## config.mk

```make
export PLATFORM = sky130hd
export DESIGN_NAME = auto_frameskip_governor_top
export DESIGN_NICKNAME = d
export VERILOG_FILES = /design/src/afg_pkg.sv /design/src/afg_div.sv /design/src/auto_frameskip_governor_top.sv
export SDC_FILE = /design/constraint.sdc
export NUM_CORES = 2
export LEC_CHECK = 0
export ABC_AREA = 1
export BUFFER_PORTS_ARGS = -buffer_cell sky130_fd_sc_hd__buf_2
export CORE_ASPECT_RATIO = 0.7
export CORE_MARGIN = 5
export CORE_UTILIZATION = 42
export CTS_CLUSTER_SIZE = 16
export DETAILED_ROUTE_END_ITERATION = 7
export GPL_TIMING_DRIVEN = 0
export PLACE_DENSITY_LB_ADDON = 0.1
export RECOVER_POWER = 50
export SETUP_SLACK_MARGIN = 0.1
export SYNTH_ARGS = -nofsm -noshare
export SYNTH_HDL_FRONTEND = slang
export SYNTH_SLANG_ARGS = --single-unit
```

## constraint.sdc

```tcl
create_clock -name clk -period 15.7 [get_ports clk]
set_input_delay 3.14 -clock clk [delete_from_list [all_inputs] [get_ports clk]]
set_output_delay 3.14 -clock clk [all_outputs]
set_load 0.05 [all_outputs]
```

## src/afg_pkg.sv

```systemverilog
// afg_pkg: shared constants, types and the skip pattern table of the frameskip governor.
// No dependencies.
`default_nettype none
package afg_pkg;

  localparam int SKIP_LEVELS   = 12;
  localparam int TIME_BITS_DEF = 64;
  localparam int QUOT_W        = 32;
  localparam int CFG_IDX_W     = 3;
  localparam int CFG_DATA_W    = 20;

  localparam logic [CFG_IDX_W-1:0] REG_AUTO_MODE   = 3'd0;
  localparam logic [CFG_IDX_W-1:0] REG_FIXED_LEVEL = 3'd1;
  localparam logic [CFG_IDX_W-1:0] REG_SPEED_LIMIT = 3'd2;
  localparam logic [CFG_IDX_W-1:0] REG_VSYNC_FLIP  = 3'd3;
  localparam logic [CFG_IDX_W-1:0] REG_PERIOD      = 3'd4;
  localparam logic [CFG_IDX_W-1:0] REG_REFRESH     = 3'd5;

  localparam logic [3:0]  MAX_LEVEL     = 4'(SKIP_LEVELS - 1);
  localparam logic [4:0]  FSS_MAX       = 5'd31;
  localparam logic [4:0]  FSS_SETTLED   = 5'(2 * SKIP_LEVELS);
  localparam logic [15:0] SAT16         = 16'hFFFF;
  localparam logic [15:0] SPEED_RESET   = 16'd100;
  localparam logic [15:0] FPS_RESET     = 16'd60;
  localparam logic [15:0] SPEED_FULL    = 16'd99;
  localparam logic [15:0] SPEED_LOW     = 16'd80;
  localparam logic [6:0]  SPEED_MID     = 7'd90;
  localparam logic [7:0]  RECIP5        = 8'd205;
  localparam logic [26:0] SPEED_SCALE   = 27'd100000000;
  localparam logic [19:0] FPS_SCALE     = 20'd1000000;
  localparam logic [19:0] PERIOD_RESET  = 20'd16667;
  localparam logic [9:0]  REFRESH_RESET = 10'd60;
  localparam logic [6:0]  VSYNC_MARGIN  = 7'd100;
  localparam logic signed [5:0] ACC_UP  = 6'sd3;
  localparam logic signed [5:0] ACC_LOW = -6'sd2;

  typedef enum logic [3:0] {
    S_IDLE, S_WARM, S_BASE, S_TGT, S_PACE, S_ELAP, S_CHK,
    S_Q1, S_W1, S_Q2, S_W2, S_Q3, S_W3, S_ADJ, S_LOOP, S_OUT
  } afg_state_t;

  typedef struct packed {
    logic              start;
    logic [QUOT_W-1:0] dividend;
  } div_req_t;

  function automatic logic [SKIP_LEVELS-1:0] pat_row(input logic [3:0] level);
    logic [SKIP_LEVELS-1:0] row;
    case (level)
      4'd0:    row = 12'h000;
      4'd1:    row = 12'h800;
      4'd2:    row = 12'h820;
      4'd3:    row = 12'h888;
      4'd4:    row = 12'h924;
      4'd5:    row = 12'hA52;
      4'd6:    row = 12'hAAA;
      4'd7:    row = 12'hB5A;
      4'd8:    row = 12'hDB6;
      4'd9:    row = 12'hEEE;
      4'd10:   row = 12'hFBE;
      4'd11:   row = 12'hFFE;
      default: row = 12'h000;
    endcase
    return row;
  endfunction

endpackage
`default_nettype wire

```

## src/afg_div.sv

```systemverilog
// afg_div: restoring divider, one quotient bit per cycle, 32-bit dividend.
// Depends on afg_pkg.
`default_nettype none
module afg_div #(
  parameter int TIME_BITS = afg_pkg::TIME_BITS_DEF
) (
  input  wire                            clk,
  input  wire                            rst_n,
  input  afg_pkg::div_req_t              req,
  input  wire  [TIME_BITS-1:0]           divisor,
  output logic [afg_pkg::QUOT_W-1:0]     quotient,
  output logic                           done
);
  import afg_pkg::*;

  logic [TIME_BITS-1:0] rem_r, rem_nxt;
  logic [TIME_BITS-1:0] dsr_r;
  logic [QUOT_W-1:0]    dq_r, dq_nxt;
  logic [5:0]           cnt_r;
  logic                 busy_r, done_r;
  logic [TIME_BITS:0]   trial;
  logic                 fits;

  always_comb begin
    trial   = {rem_r, dq_r[QUOT_W-1]};
    fits    = trial >= {1'b0, dsr_r};
    rem_nxt = fits ? TIME_BITS'(trial - {1'b0, dsr_r}) : trial[TIME_BITS-1:0];
    dq_nxt  = {dq_r[QUOT_W-2:0], fits};
  end

  always_ff @(posedge clk) begin
    if (!rst_n) begin
      busy_r <= 1'b0;
      done_r <= 1'b0;
      cnt_r  <= '0;
    end else begin
      done_r <= 1'b0;
      if (req.start) begin
        busy_r <= 1'b1;
        cnt_r  <= '0;
      end else if (busy_r) begin
        cnt_r <= cnt_r + 6'd1;
        if (cnt_r == 6'(QUOT_W - 1)) begin
          busy_r <= 1'b0;
          done_r <= 1'b1;
        end
      end
    end
  end

  always_ff @(posedge clk) begin
    if (req.start) begin
      rem_r <= '0;
      dq_r  <= req.dividend;
      dsr_r <= divisor;
    end else if (busy_r) begin
      rem_r <= rem_nxt;
      dq_r  <= dq_nxt;
    end
  end

  assign quotient = dq_r;
  assign done     = done_r;

  a_rem_below: assert property (@(posedge clk) disable iff (!rst_n)
    busy_r |-> rem_r < dsr_r) else $error("remainder not below divisor");
  a_done_pulse: assert property (@(posedge clk) disable iff (!rst_n)
    done_r |=> !done_r) else $error("done held");
  a_no_restart: assert property (@(posedge clk) disable iff (!rst_n)
    busy_r |-> !req.start) else $error("start while busy");

endmodule
`default_nettype wire

```

## src/auto_frameskip_governor_top.sv

```systemverilog
// auto_frameskip_governor_top: frame pacing with a 12-level automatic frameskip.
// Depends on afg_pkg and afg_div.
//
// Usage: one input transfer per frame end carries in_now_us, a free-running
// microsecond time. Each input transfer yields exactly one output transfer:
// skip flag, wait before presenting, vsync-flip flag, window flag, last
// measured speed percent and fps, and the skip level after the frame.
// Settings are written on cfg_we/cfg_index/cfg_wdata while the block is idle.
// Frames that are skipped or of a nonzero phase pass only through the warm, base,
// target, pace and output states. A rendered phase-0 frame measures the window
// with up to three serial divisions on the shared one-bit-per-cycle divider,
// followed by level stepping. One frame is worked on at a time; in_stall
// stays high from the input transfer until the result is in the output register.
// The output register holds its result while out_stall is high; the next
// frame is then taken but waits for the register to drain before finishing.
// Reset (synchronous, rst_n low) restores all settings and the window state;
// the first frame after reset loads the skip level.
`default_nettype none
module auto_frameskip_governor_top #(
  parameter int TIME_BITS = afg_pkg::TIME_BITS_DEF
) (
  input  wire                                clk,
  input  wire                                rst_n,
  input  wire                                in_valid,
  output logic                               in_stall,
  input  wire  [63:0]                        in_now_us,
  output logic                               out_valid,
  input  wire                                out_stall,
  output logic                               out_skip_frame,
  output logic [63:0]                        out_wait_us,
  output logic                               out_flip_on_vsync,
  output logic                               out_window_done,
  output logic [15:0]                        out_speed_percent,
  output logic [15:0]                        out_rendered_fps,
  output logic [3:0]                         out_level_now,
  input  wire                                cfg_we,
  input  wire  [afg_pkg::CFG_IDX_W-1:0]      cfg_index,
  input  wire  [afg_pkg::CFG_DATA_W-1:0]     cfg_wdata
);
  import afg_pkg::*;

  afg_state_t state_r, state_nxt;

  logic        auto_r, spdlim_r, vflip_r;
  logic [3:0]  fixlvl_r;
  logic [19:0] period_r;
  logic [9:0]  refresh_r;

  logic [TIME_BITS-1:0] now_r, ws_r, base_r, tgt_r, curr_r, elap_r, wait_r;
  logic [3:0]  lvl_r, phase_r;
  logic signed [5:0] acc_r;
  logic        warm_r, skip_r, flip_r, done_r;
  logic [4:0]  fiw_r, riw_r, fss_r;
  logic [15:0] spd_r, fps_r;
  logic [QUOT_W-1:0] q1_r;

  logic [TIME_BITS-1:0] span, divisor;
  logic [23:0] phase_off;
  logic [6:0]  below_mid;
  logic [4:0]  acc_step;
  logic        accept, out_free, adj_on;
  div_req_t    div_req;
  logic [QUOT_W-1:0] quot;
  logic        div_done;
  logic [15:0] quot_sat;
  logic [SKIP_LEVELS-1:0] pat_bits;

  assign accept    = in_valid && !in_stall;
  assign out_free  = !out_valid || !out_stall;
  assign span      = TIME_BITS'(24'(period_r) * 24'd12);
  assign phase_off = 24'(phase_r) * 24'(period_r);
  assign below_mid = SPEED_MID - spd_r[6:0];
  assign acc_step  = 5'((15'(below_mid) * 15'(RECIP5)) >> 10);
  assign adj_on    = auto_r && spdlim_r && (fss_r > FSS_SETTLED);
  assign quot_sat  = (|quot[QUOT_W-1:16]) ? SAT16 : quot[15:0];
  assign pat_bits  = pat_row(lvl_r);

  afg_div #(.TIME_BITS(TIME_BITS)) u_div (
    .clk      (clk),
    .rst_n    (rst_n),
    .req      (div_req),
    .divisor  (divisor),
    .quotient (quot),
    .done     (div_done)
  );

  always_ff @(posedge clk) begin
    if (!rst_n) begin
      auto_r    <= 1'b0;
      fixlvl_r  <= '0;
      spdlim_r  <= 1'b1;
      vflip_r   <= 1'b0;
      period_r  <= PERIOD_RESET;
      refresh_r <= REFRESH_RESET;
    end else if (cfg_we) begin
      case (cfg_index)
        REG_AUTO_MODE:   auto_r    <= cfg_wdata[0];
        REG_FIXED_LEVEL: fixlvl_r  <= cfg_wdata[3:0];
        REG_SPEED_LIMIT: spdlim_r  <= cfg_wdata[0];
        REG_VSYNC_FLIP:  vflip_r   <= cfg_wdata[0];
        REG_PERIOD:      period_r  <= cfg_wdata[19:0];
        REG_REFRESH:     refresh_r <= cfg_wdata[9:0];
        default: ;
      endcase
    end
  end

  always_comb begin
    state_nxt = state_r;
    case (state_r)
      S_IDLE:  if (in_valid) state_nxt = S_WARM;
      S_WARM:  state_nxt = S_BASE;
      S_BASE:  state_nxt = S_TGT;
      S_TGT:   state_nxt = S_PACE;
      S_PACE:  state_nxt = (skip_r || phase_r != 4'd0) ? S_OUT : S_ELAP;
      S_ELAP:  state_nxt = S_CHK;
      S_CHK:   state_nxt = (elap_r == '0) ? S_ADJ : S_Q1;
      S_Q1:    state_nxt = S_W1;
      S_W1:    if (div_done) state_nxt = S_Q2;
      S_Q2:    state_nxt = (refresh_r == '0) ? S_Q3 : S_W2;
      S_W2:    if (div_done) state_nxt = S_Q3;
      S_Q3:    state_nxt = S_W3;
      S_W3:    if (div_done) state_nxt = S_ADJ;
      S_ADJ:   state_nxt = S_LOOP;
      S_LOOP:  if (acc_r > ACC_LOW) state_nxt = S_OUT;
      S_OUT:   if (out_free) state_nxt = S_IDLE;
      default: state_nxt = S_IDLE;
    endcase
  end

  always_comb begin
    in_stall = (state_r != S_IDLE);
    div_req  = '0;
    divisor  = elap_r;
    case (state_r)
      S_Q1: begin
        div_req.start    = 1'b1;
        div_req.dividend = 32'(fiw_r) * 32'(SPEED_SCALE);
      end
      S_Q2: begin
        div_req.start    = (refresh_r != '0);
        div_req.dividend = q1_r;
        divisor          = TIME_BITS'(refresh_r);
      end
      S_Q3: begin
        div_req.start    = 1'b1;
        div_req.dividend = 32'(25'(riw_r) * 25'(FPS_SCALE));
      end
      default: ;
    endcase
  end

  always_ff @(posedge clk) begin
    if (!rst_n) begin
      state_r <= S_IDLE;
      lvl_r   <= '0;
      acc_r   <= '0;
      phase_r <= '0;
      ws_r    <= '0;
      base_r  <= '0;
      warm_r  <= 1'b1;
      fiw_r   <= '0;
      riw_r   <= '0;
      fss_r   <= '0;
      spd_r   <= SPEED_RESET;
      fps_r   <= FPS_RESET;
      out_valid <= 1'b0;
    end else begin
      state_r <= state_nxt;
      if (out_valid && !out_stall && state_r != S_OUT) out_valid <= 1'b0;
      case (state_r)
        S_IDLE: if (accept) now_r <= in_now_us[TIME_BITS-1:0];
        S_WARM: begin
          if (warm_r) begin
            lvl_r  <= auto_r ? 4'd0 : ((fixlvl_r > MAX_LEVEL) ? MAX_LEVEL : fixlvl_r);
            ws_r   <= now_r - span;
            warm_r <= 1'b0;
          end
        end
        S_BASE: begin
          skip_r <= pat_bits[phase_r];
          if (phase_r == 4'd0) base_r <= ws_r + span;
          if (fss_r < FSS_MAX) fss_r <= fss_r + 5'd1;
          fiw_r  <= fiw_r + 5'd1;
          wait_r <= '0;
          flip_r <= 1'b0;
          done_r <= 1'b0;
          curr_r <= now_r;
        end
        S_TGT: tgt_r <= base_r + TIME_BITS'(phase_off);
        S_PACE: begin
          if (!skip_r) begin
            riw_r <= riw_r + 5'd1;
            if (spdlim_r && tgt_r > now_r) begin
              wait_r <= tgt_r - now_r;
              curr_r <= tgt_r;
              flip_r <= vflip_r && (tgt_r - now_r > TIME_BITS'(VSYNC_MARGIN));
            end
          end
        end
        S_ELAP: begin
          elap_r <= curr_r - ws_r;
          done_r <= 1'b1;
        end
        S_CHK: begin
          if (elap_r == '0) begin
            spd_r <= SAT16;
            fps_r <= SAT16;
          end
        end
        S_W1: if (div_done) q1_r <= quot;
        S_Q2: if (refresh_r == '0) spd_r <= SAT16;
        S_W2: if (div_done) spd_r <= quot_sat;
        S_W3: if (div_done) fps_r <= quot_sat;
        S_ADJ: begin
          ws_r  <= curr_r;
          fiw_r <= '0;
          riw_r <= '0;
          if (adj_on) begin
            if (spd_r >= SPEED_FULL) begin
              if (acc_r + 6'sd1 >= ACC_UP) begin
                acc_r <= '0;
                if (lvl_r != 4'd0) lvl_r <= lvl_r - 4'd1;
              end else begin
                acc_r <= acc_r + 6'sd1;
              end
            end else if (spd_r < SPEED_LOW) begin
              acc_r <= acc_r - $signed({1'b0, acc_step});
            end else if (lvl_r < 4'd8) begin
              acc_r <= acc_r - 6'sd1;
            end
          end
        end
        S_LOOP: begin
          if (acc_r <= ACC_LOW) begin
            acc_r <= acc_r + 6'sd2;
            if (lvl_r < MAX_LEVEL) lvl_r <= lvl_r + 4'd1;
          end
        end
        S_OUT: begin
          if (out_free) begin
            out_valid         <= 1'b1;
            out_skip_frame    <= skip_r;
            out_wait_us       <= 64'(wait_r);
            out_flip_on_vsync <= flip_r;
            out_window_done   <= done_r;
            out_speed_percent <= spd_r;
            out_rendered_fps  <= fps_r;
            out_level_now     <= lvl_r;
            phase_r <= (phase_r == MAX_LEVEL) ? 4'd0 : phase_r + 4'd1;
          end
        end
        default: ;
      endcase
    end
  end

  a_level_range: assert property (@(posedge clk) disable iff (!rst_n)
    lvl_r <= MAX_LEVEL && phase_r <= MAX_LEVEL) else $error("level or phase out of range");
  a_acc_idle: assert property (@(posedge clk) disable iff (!rst_n)
    state_r == S_IDLE |-> (acc_r > ACC_LOW && acc_r < ACC_UP)) else $error("accumulator range");
  a_skip_quiet: assert property (@(posedge clk) disable iff (!rst_n)
    out_valid && out_skip_frame |-> out_wait_us == 64'd0 && !out_flip_on_vsync
      && !out_window_done) else $error("skipped frame carries pacing");
  a_accept_start: assert property (@(posedge clk) disable iff (!rst_n)
    accept |=> state_r == S_WARM) else $error("accepted frame not started");

endmodule
`default_nettype wire

```

# [After elaboration in Yosys (flattened, before gate mapping)]
# Memory sizes are Yosys's and may differ from the RTL's. A register that Yosys moved wholly into a read port is not among the register bits.
# Cells that the tools add are included.
[totals] reg_bits=858 latchBits=0 ram_bits=0 rom_bits=176 input_bits=92 out_inout_bits=105 memories=1
[op_classes] n_addsub=18 mul=5 n_div=0 order_cmp=14 n_eq_ne=41 shifts=0 muxes=65 bitwise=2 reduce_logical=58
[memory_table] memory="(name not given)" depth=16 word_bits=11 read_ports=1 rd_ports_with_merged_regs=1 wr=0 line="afg_pkg.sv:49" text="case (level)"
[ops] cell="$mux W64" count=6
[ops] cell="$pmux W64 S2" count=3
[ops] cell="$sub A64 B64 Y64" count=3
[ops] cell="$add A64 B24 Y64" count=2
[ops] cell="$pmux W33 S3" count=1
[ops] cell="$mux W4" count=20
[ops] cell="$ge A65 B64 Y1" count=1
[ops] cell="$gt A64 B64 Y1" count=1
[ops] cell="$gt A64 B7 Y1 const B" count=1
[ops] cell="$logic_not A64 Y1" count=1
[ops] cell="$mux W16" count=4
[ops] cell="$mux W32" count=2
[ops] cell="$pmux W4 S16" count=1
[ops] cell="$sub A64 B24 Y64" count=1
[ops] cell="$pmux W16 S3" count=1
[ops] cell="$eq A4 B4 Y1 const B" count=9
[ops] cell="$mux W6" count=6
[ops] cell="$pmux W16 S2" count=1
[ops] cell="$reduce_and A2 Y1" count=15
[ops] cell="$ne A2 B2 Y1 const B" count=14
[ops] cell="$mul A4 B20 Y24" count=1
[ops] cell="$mul A5 B19 Y24 const B" count=1
[ops] cell="$mul A20 B2 Y22 const B" count=1
[ops] cell="$pmux W5 S2" count=2
[ops] cell="other kinds (55)" count=105

# [Logic depth before layout (Yosys ltp)]
[logic_depth] ltp_word=8 mapped_depth=34 depth_no_buf=34

# [Hierarchy]
# Synthesis repeated with hierarchy kept, for this count alone.
[unflattened] hier_cells=8705 area_unflattened_um2=62781.5
[by_module_without_submodules] mod="auto_frameskip_governor_top" n_inst=1 cells_per_inst=6660 area_each_um2=49731.4 seq_area_each_um2=18617.9
[by_module_without_submodules] mod="afg_div" n_inst=1 cells_per_inst=2045 area_each_um2=13050.0 seq_area_each_um2=4324.1

# [Least setup slack after synthesis]
# OpenSTA, ideal clock, no wires.
[synth_timing] kind="in2reg" from="input rst_n" to="register curr_r[0] (enable)" setup_ps=661 arrival_time_ps=9875 required_time_ps=15039 path_slack_ps=5165 path_stages=4 path_buffers=2 path_cell_list="buf_2 > clkbuf_1 > nand2_1 > a21oi_1"
[synth_via] elab_chain_len=1
[synth_lines] element="start: declaration" line="auto_frameskip_governor_top.sv:23" text="input wire rst_n,"
[synth_lines] element="$reduce_and A4 Y1 (no source line)"
[synth_lines] element="end signal: assignment" line="auto_frameskip_governor_top.sv:188" text="curr_r <= now_r;"
[synth_lines] element="end signal: assignment" line="auto_frameskip_governor_top.sv:196" text="curr_r <= tgt_r;"
[synth_lines] element="end: declaration" line="auto_frameskip_governor_top.sv:49" text="logic [TIME_BITS-1:0] now_r, ws_r, base_r, tgt_r, curr_r, elap_r, wait_r;"
# Every way passes these cells.
# A chain may end at the register's enable or synchronous reset.

==> impl_metrics.py <==
metrics = {
    "sta": {
        "finalHoldViolCount": 0,
        "drv_slew": 90,
        "report.final.setup_viol": 0,
        "fin_crit_ns": 6.59,
        "fin_setup_tns_ns": 0,
        "max_freq_ghz": 0.152,
        "slew_headroom_pct": -85.0,
        "rsz0062_at_grt": "no",
        "worst_pin_slew_ns": 2.78,
        "fin_crit_sh_pct": 42.0,
        "skew_ns": 0.0492,
    },
    "global_routing": {
        "grt_max_degree": 51,
        "grt_pass1_wl_um": 351000,
        "grt_pass1_vias": 52900,
        "track_usage_pct": 30.8,
        "antenna_found_initial": 8,
        "top_usage_layer": "met1",
        "gr-usage-met1_pct": 47.5,
        "use_met2_pct": 42.8,
        "overflow": 0,
        "grt_use_met3_pct": 7.06,
    },
    "synth": {
        "synthAdderAreaFrac_pct": 11.3,
        "avgSynthCellArea_um2": 7.40,
        "synthCells": 8272,
        "synth_edf_count": 554,
        "synth.mux.area_fraction_pct": 0.0164,
        "ys_seq_elements": 869,
        "yosysSeqAreaShare_pct": 37.5,
        "synthFlopType": "edfxtp_1",
        "synth_top_cell_by_area": "edfxtp_1",
        "synthSimpleGateAreaFrac_pct": 24.1,
        "yosys_warnings": 0,
        "synth_xor_area_share_pct": 4.09,
        "synth.area.top_cells": "edfxtp_1 (27%), nand2_1 (11%), dfxtp_1 (10%), inv_1 (8.8%), ha_1 (8.2%)",
        "netlist_top_cells_count": "nand2_1 (1840), inv_1 (1442), nor2_1 (940)",
        "synth_top_family_by_area": "simple AND/OR/NAND/NOR gates",
        "async_reset_ff_share_pct": 0,
        "synth_compound_area_share_pct": 12.9,
        "netlist_area_mm2": 0.0612,
        "synth_cell_type_count": 62,
        "synth_nets": 8858,
        "synth.most_common_cell": "nand2_1",
        "synth_top_area_share_pct": 27.2,
    },
    "cts": {
        "h-tree-depth": 3,
        "cts_setup_buffers": 0,
        "cts.path.max_buffers": 3,
        "cts-hold-fix-buffers": 0,
        "cts_made_buffers": 93,
        "cts_tree": "built",
        "numClockSinks": 869,
        "worstSkewPairLatency_ns": 0.75,
        "clk_pin_slew_ns": 0.07,
        "cts-resized-gates": 0,
        "root_buffer": "clkbuf_16",
    },
    "finish": {
        "multi_input_area_mm2": 0.0321,
        "final_nets": 9171,
        "fillers": 14900,
        "seq_area_mm2": 0.0229,
        "drive_gt1_share_pct": 4.97,
        "areaGrowthSynthToFinish_pct": 11.1,
    },
    "flow_run": {
        "drv_cap": 3,
    },
    "floorplan": {
        "die_y_um": 329,
        "initial_core_util_pct": 42.2,
        "core_area_mm2": 0.145,
        "row_count": 117,
        "die_x_um": 466,
        "io_pins": 197,
        "die-area_mm2": 0.154,
    },
    "power_and_ir_drop": {
        "combPwrFrac_pct": 34.5,
        "swShare_pct": 39.4,
        "p_switching_mw": 3.06,
        "p_per_area_mw_per_mm2": 114,
        "total_leakage_power_nw": 30.7,
        "clockPowerShare_pct": 28.8,
        "max-vdd-ir-drop_v": 0.0000888,
        "p_int_mw": 4.71,
        "finalPower_mw": 7.78,
        "power_frac_seq_pct": 36.7,
    },
    "place": {
        "numPortBuffers": 195,
        "dpl.hpwl_um": 204000,
        "place_congestion": 1.02,
    },
    "critical_path": {
        "cp_data_required_time_ns": 15.97,
        "crit_type": "reg2reg",
        "path_cells": "inv_1 > nor2_1 > inv_1 > nor2_1 > clkinv_1 > nor2_1 > nor3_1 > clkinv_1 > clkbuf_1 > clkbuf_1 > clkbuf_1",
        "critPathCaptureType": "register",
        "critPathMaxStageDelay_ns": 2.03,
        "crit_fanout": 50,
        "cp-start-kind": "register",
        "slowest_stage": "clkbuf_1",
        "arrival_ns": 6.86,
    },
    "routing": {
        "ant_nets": 0,
        "drt-pass1-iter-count": 7,
        "drtIter0Drc": 6484,
        "wl_um": 244000,
        "avgRoutedWirePerCell_um": 22.9,
        "vias_per_cell": 5.39,
        "vias": 57300,
        "drc": 0,
    },
    "run_status": {
        "failed_checks": "max-capacitance violations, max-slew violations",
        "status": "finished, violations left",
    },
    "min_path": {
        "holdCritPathClass": "reg2reg",
    },
}
state kept, by name, indices dropped and copies added, names as in the netlist, 11 cells and up:
| name | count |
|---|---|
| wait_r | 64 |
| u_div.dsr_r | 64 |
| out_rendered_fps | 16 |
| elap_r | 64 |
| pat_bits | 11 |
| ws_r | 64 |
| fps_r | 16 |
| curr_r | 64 |
| out_wait_us | 64 |
| u_div.quotient | 32 |
| u_div.rem_r | 64 |
| now_r | 64 |
| spd_r | 16 |
| out_speed_percent | 16 |
| period_r | 20 |
| q1_r | 32 |
| tgt_r | 64 |
| base_r | 64 |
worst paths after layout:
| path | start | endpoint | slack (ns) | cells after the start |
|---|---|---|---|---|
| max | state_r[0] | u_div.dsr_r[58] | 9.11 | 11 |
| min | wait_r[24] | out_wait_us[24] | 0.41 | 0 |
| max reg2reg | state_r[0] | u_div.dsr_r[58] | 9.11 | 11 |
| min reg2reg | wait_r[24] | out_wait_us[24] | 0.41 | 0 |
metrics by stage:
| stage | utilization, % | area (um^2) | worst slack [ns] | cells | hold slack [ns] |
|---|---|---|---|---|---|
| 2_1_floorplan | - | 61200 | 5.16 | 8272 | 0.400 |
| 3_3_place_gp | 44.5 | 64600 | 0.0626 | 10400 | 0.405 |
| 3_5_place_dp | 44.8 | 65100 | 8.81 | 10500 | 0.405 |
| 4_1_cts | 46.9 | 68100 | 9.60 | 10600 | 0.411 |
| 5_1_grt | 46.9 | 68000 | 8.64 | 10600 | 0.415 |
| 6_report | 46.9 | 68000 | 9.11 | 10600 | 0.412 |
power groups by stage:
stage	Clock, mW	Combinational, mW	Sequential [mW]
detailed placement	0	2.61	2.89
CTS	2.28	2.63	2.85
finish	2.24	2.68	2.86
global route	2.37	2.94	2.87
global placement	0	2.59	2.91
floorplan	0	1.79	2.80
routing by layer:
| layer | routed length [um] | up-vias |
|---|---|---|
| met5 | 7 | - |
| met4 | 7320 | 2 |
| met3 | 24800 | 304 |
| met2 | 94700 | 2434 |
| met1 | 117000 | 26900 |
| li1 | - | 27700 |
critical path: cells and delay by family, from the launching register on:
kind	cells	cell delay, ns
buffers and inverters	7	4.07
AND/OR/NAND/NOR	4	1.54
flip-flops	1	0.43
placed cells by master, fill, tap and decap left out, drive strengths merged, types with 94 or more instances in the layout:
master	netlist	layout
nand2	1850	1850
inv	1453	1457
nor2	950	950
a21oi	595	595
o21ai	565	565
edfxtp	554	554
nand3	427	427
ha	400	400
dfxtp	315	315
clkbuf	116	260
buf	51	247
xor2	202	202
nor3	137	137
fa	94	94
final cells by class:
| class | count | area share (%) |
|---|---|---|
| multi-input combinational | 5780 | 47.1 |
| sequential | 869 | 33.7 |
| inverter | 1456 | 8.04 |
| clock buffer | 122 | 3.79 |
| tap | 1963 | 3.61 |
| timing repair buffer | 218 | 1.92 |
| buffer | 167 | 1.06 |
| clock inverter | 52 | 0.662 |
| antenna | 7 | 0.0258 |
cell families (layout without fill, tap and decap cells):
logic type                 after synthesis  count (layout)
adders and majority gates              494             494
muxes                                    1               1
and+or+nand+nor                       3557            3557
xor gates and xnor gates               286             286
AOI/OAI and AO/OA                     1442            1442
buffers and inverters                 1623            2015
other                                    0               7
DFF                                    869             869
Note: power is estimated with default switching activity, not from simulation.
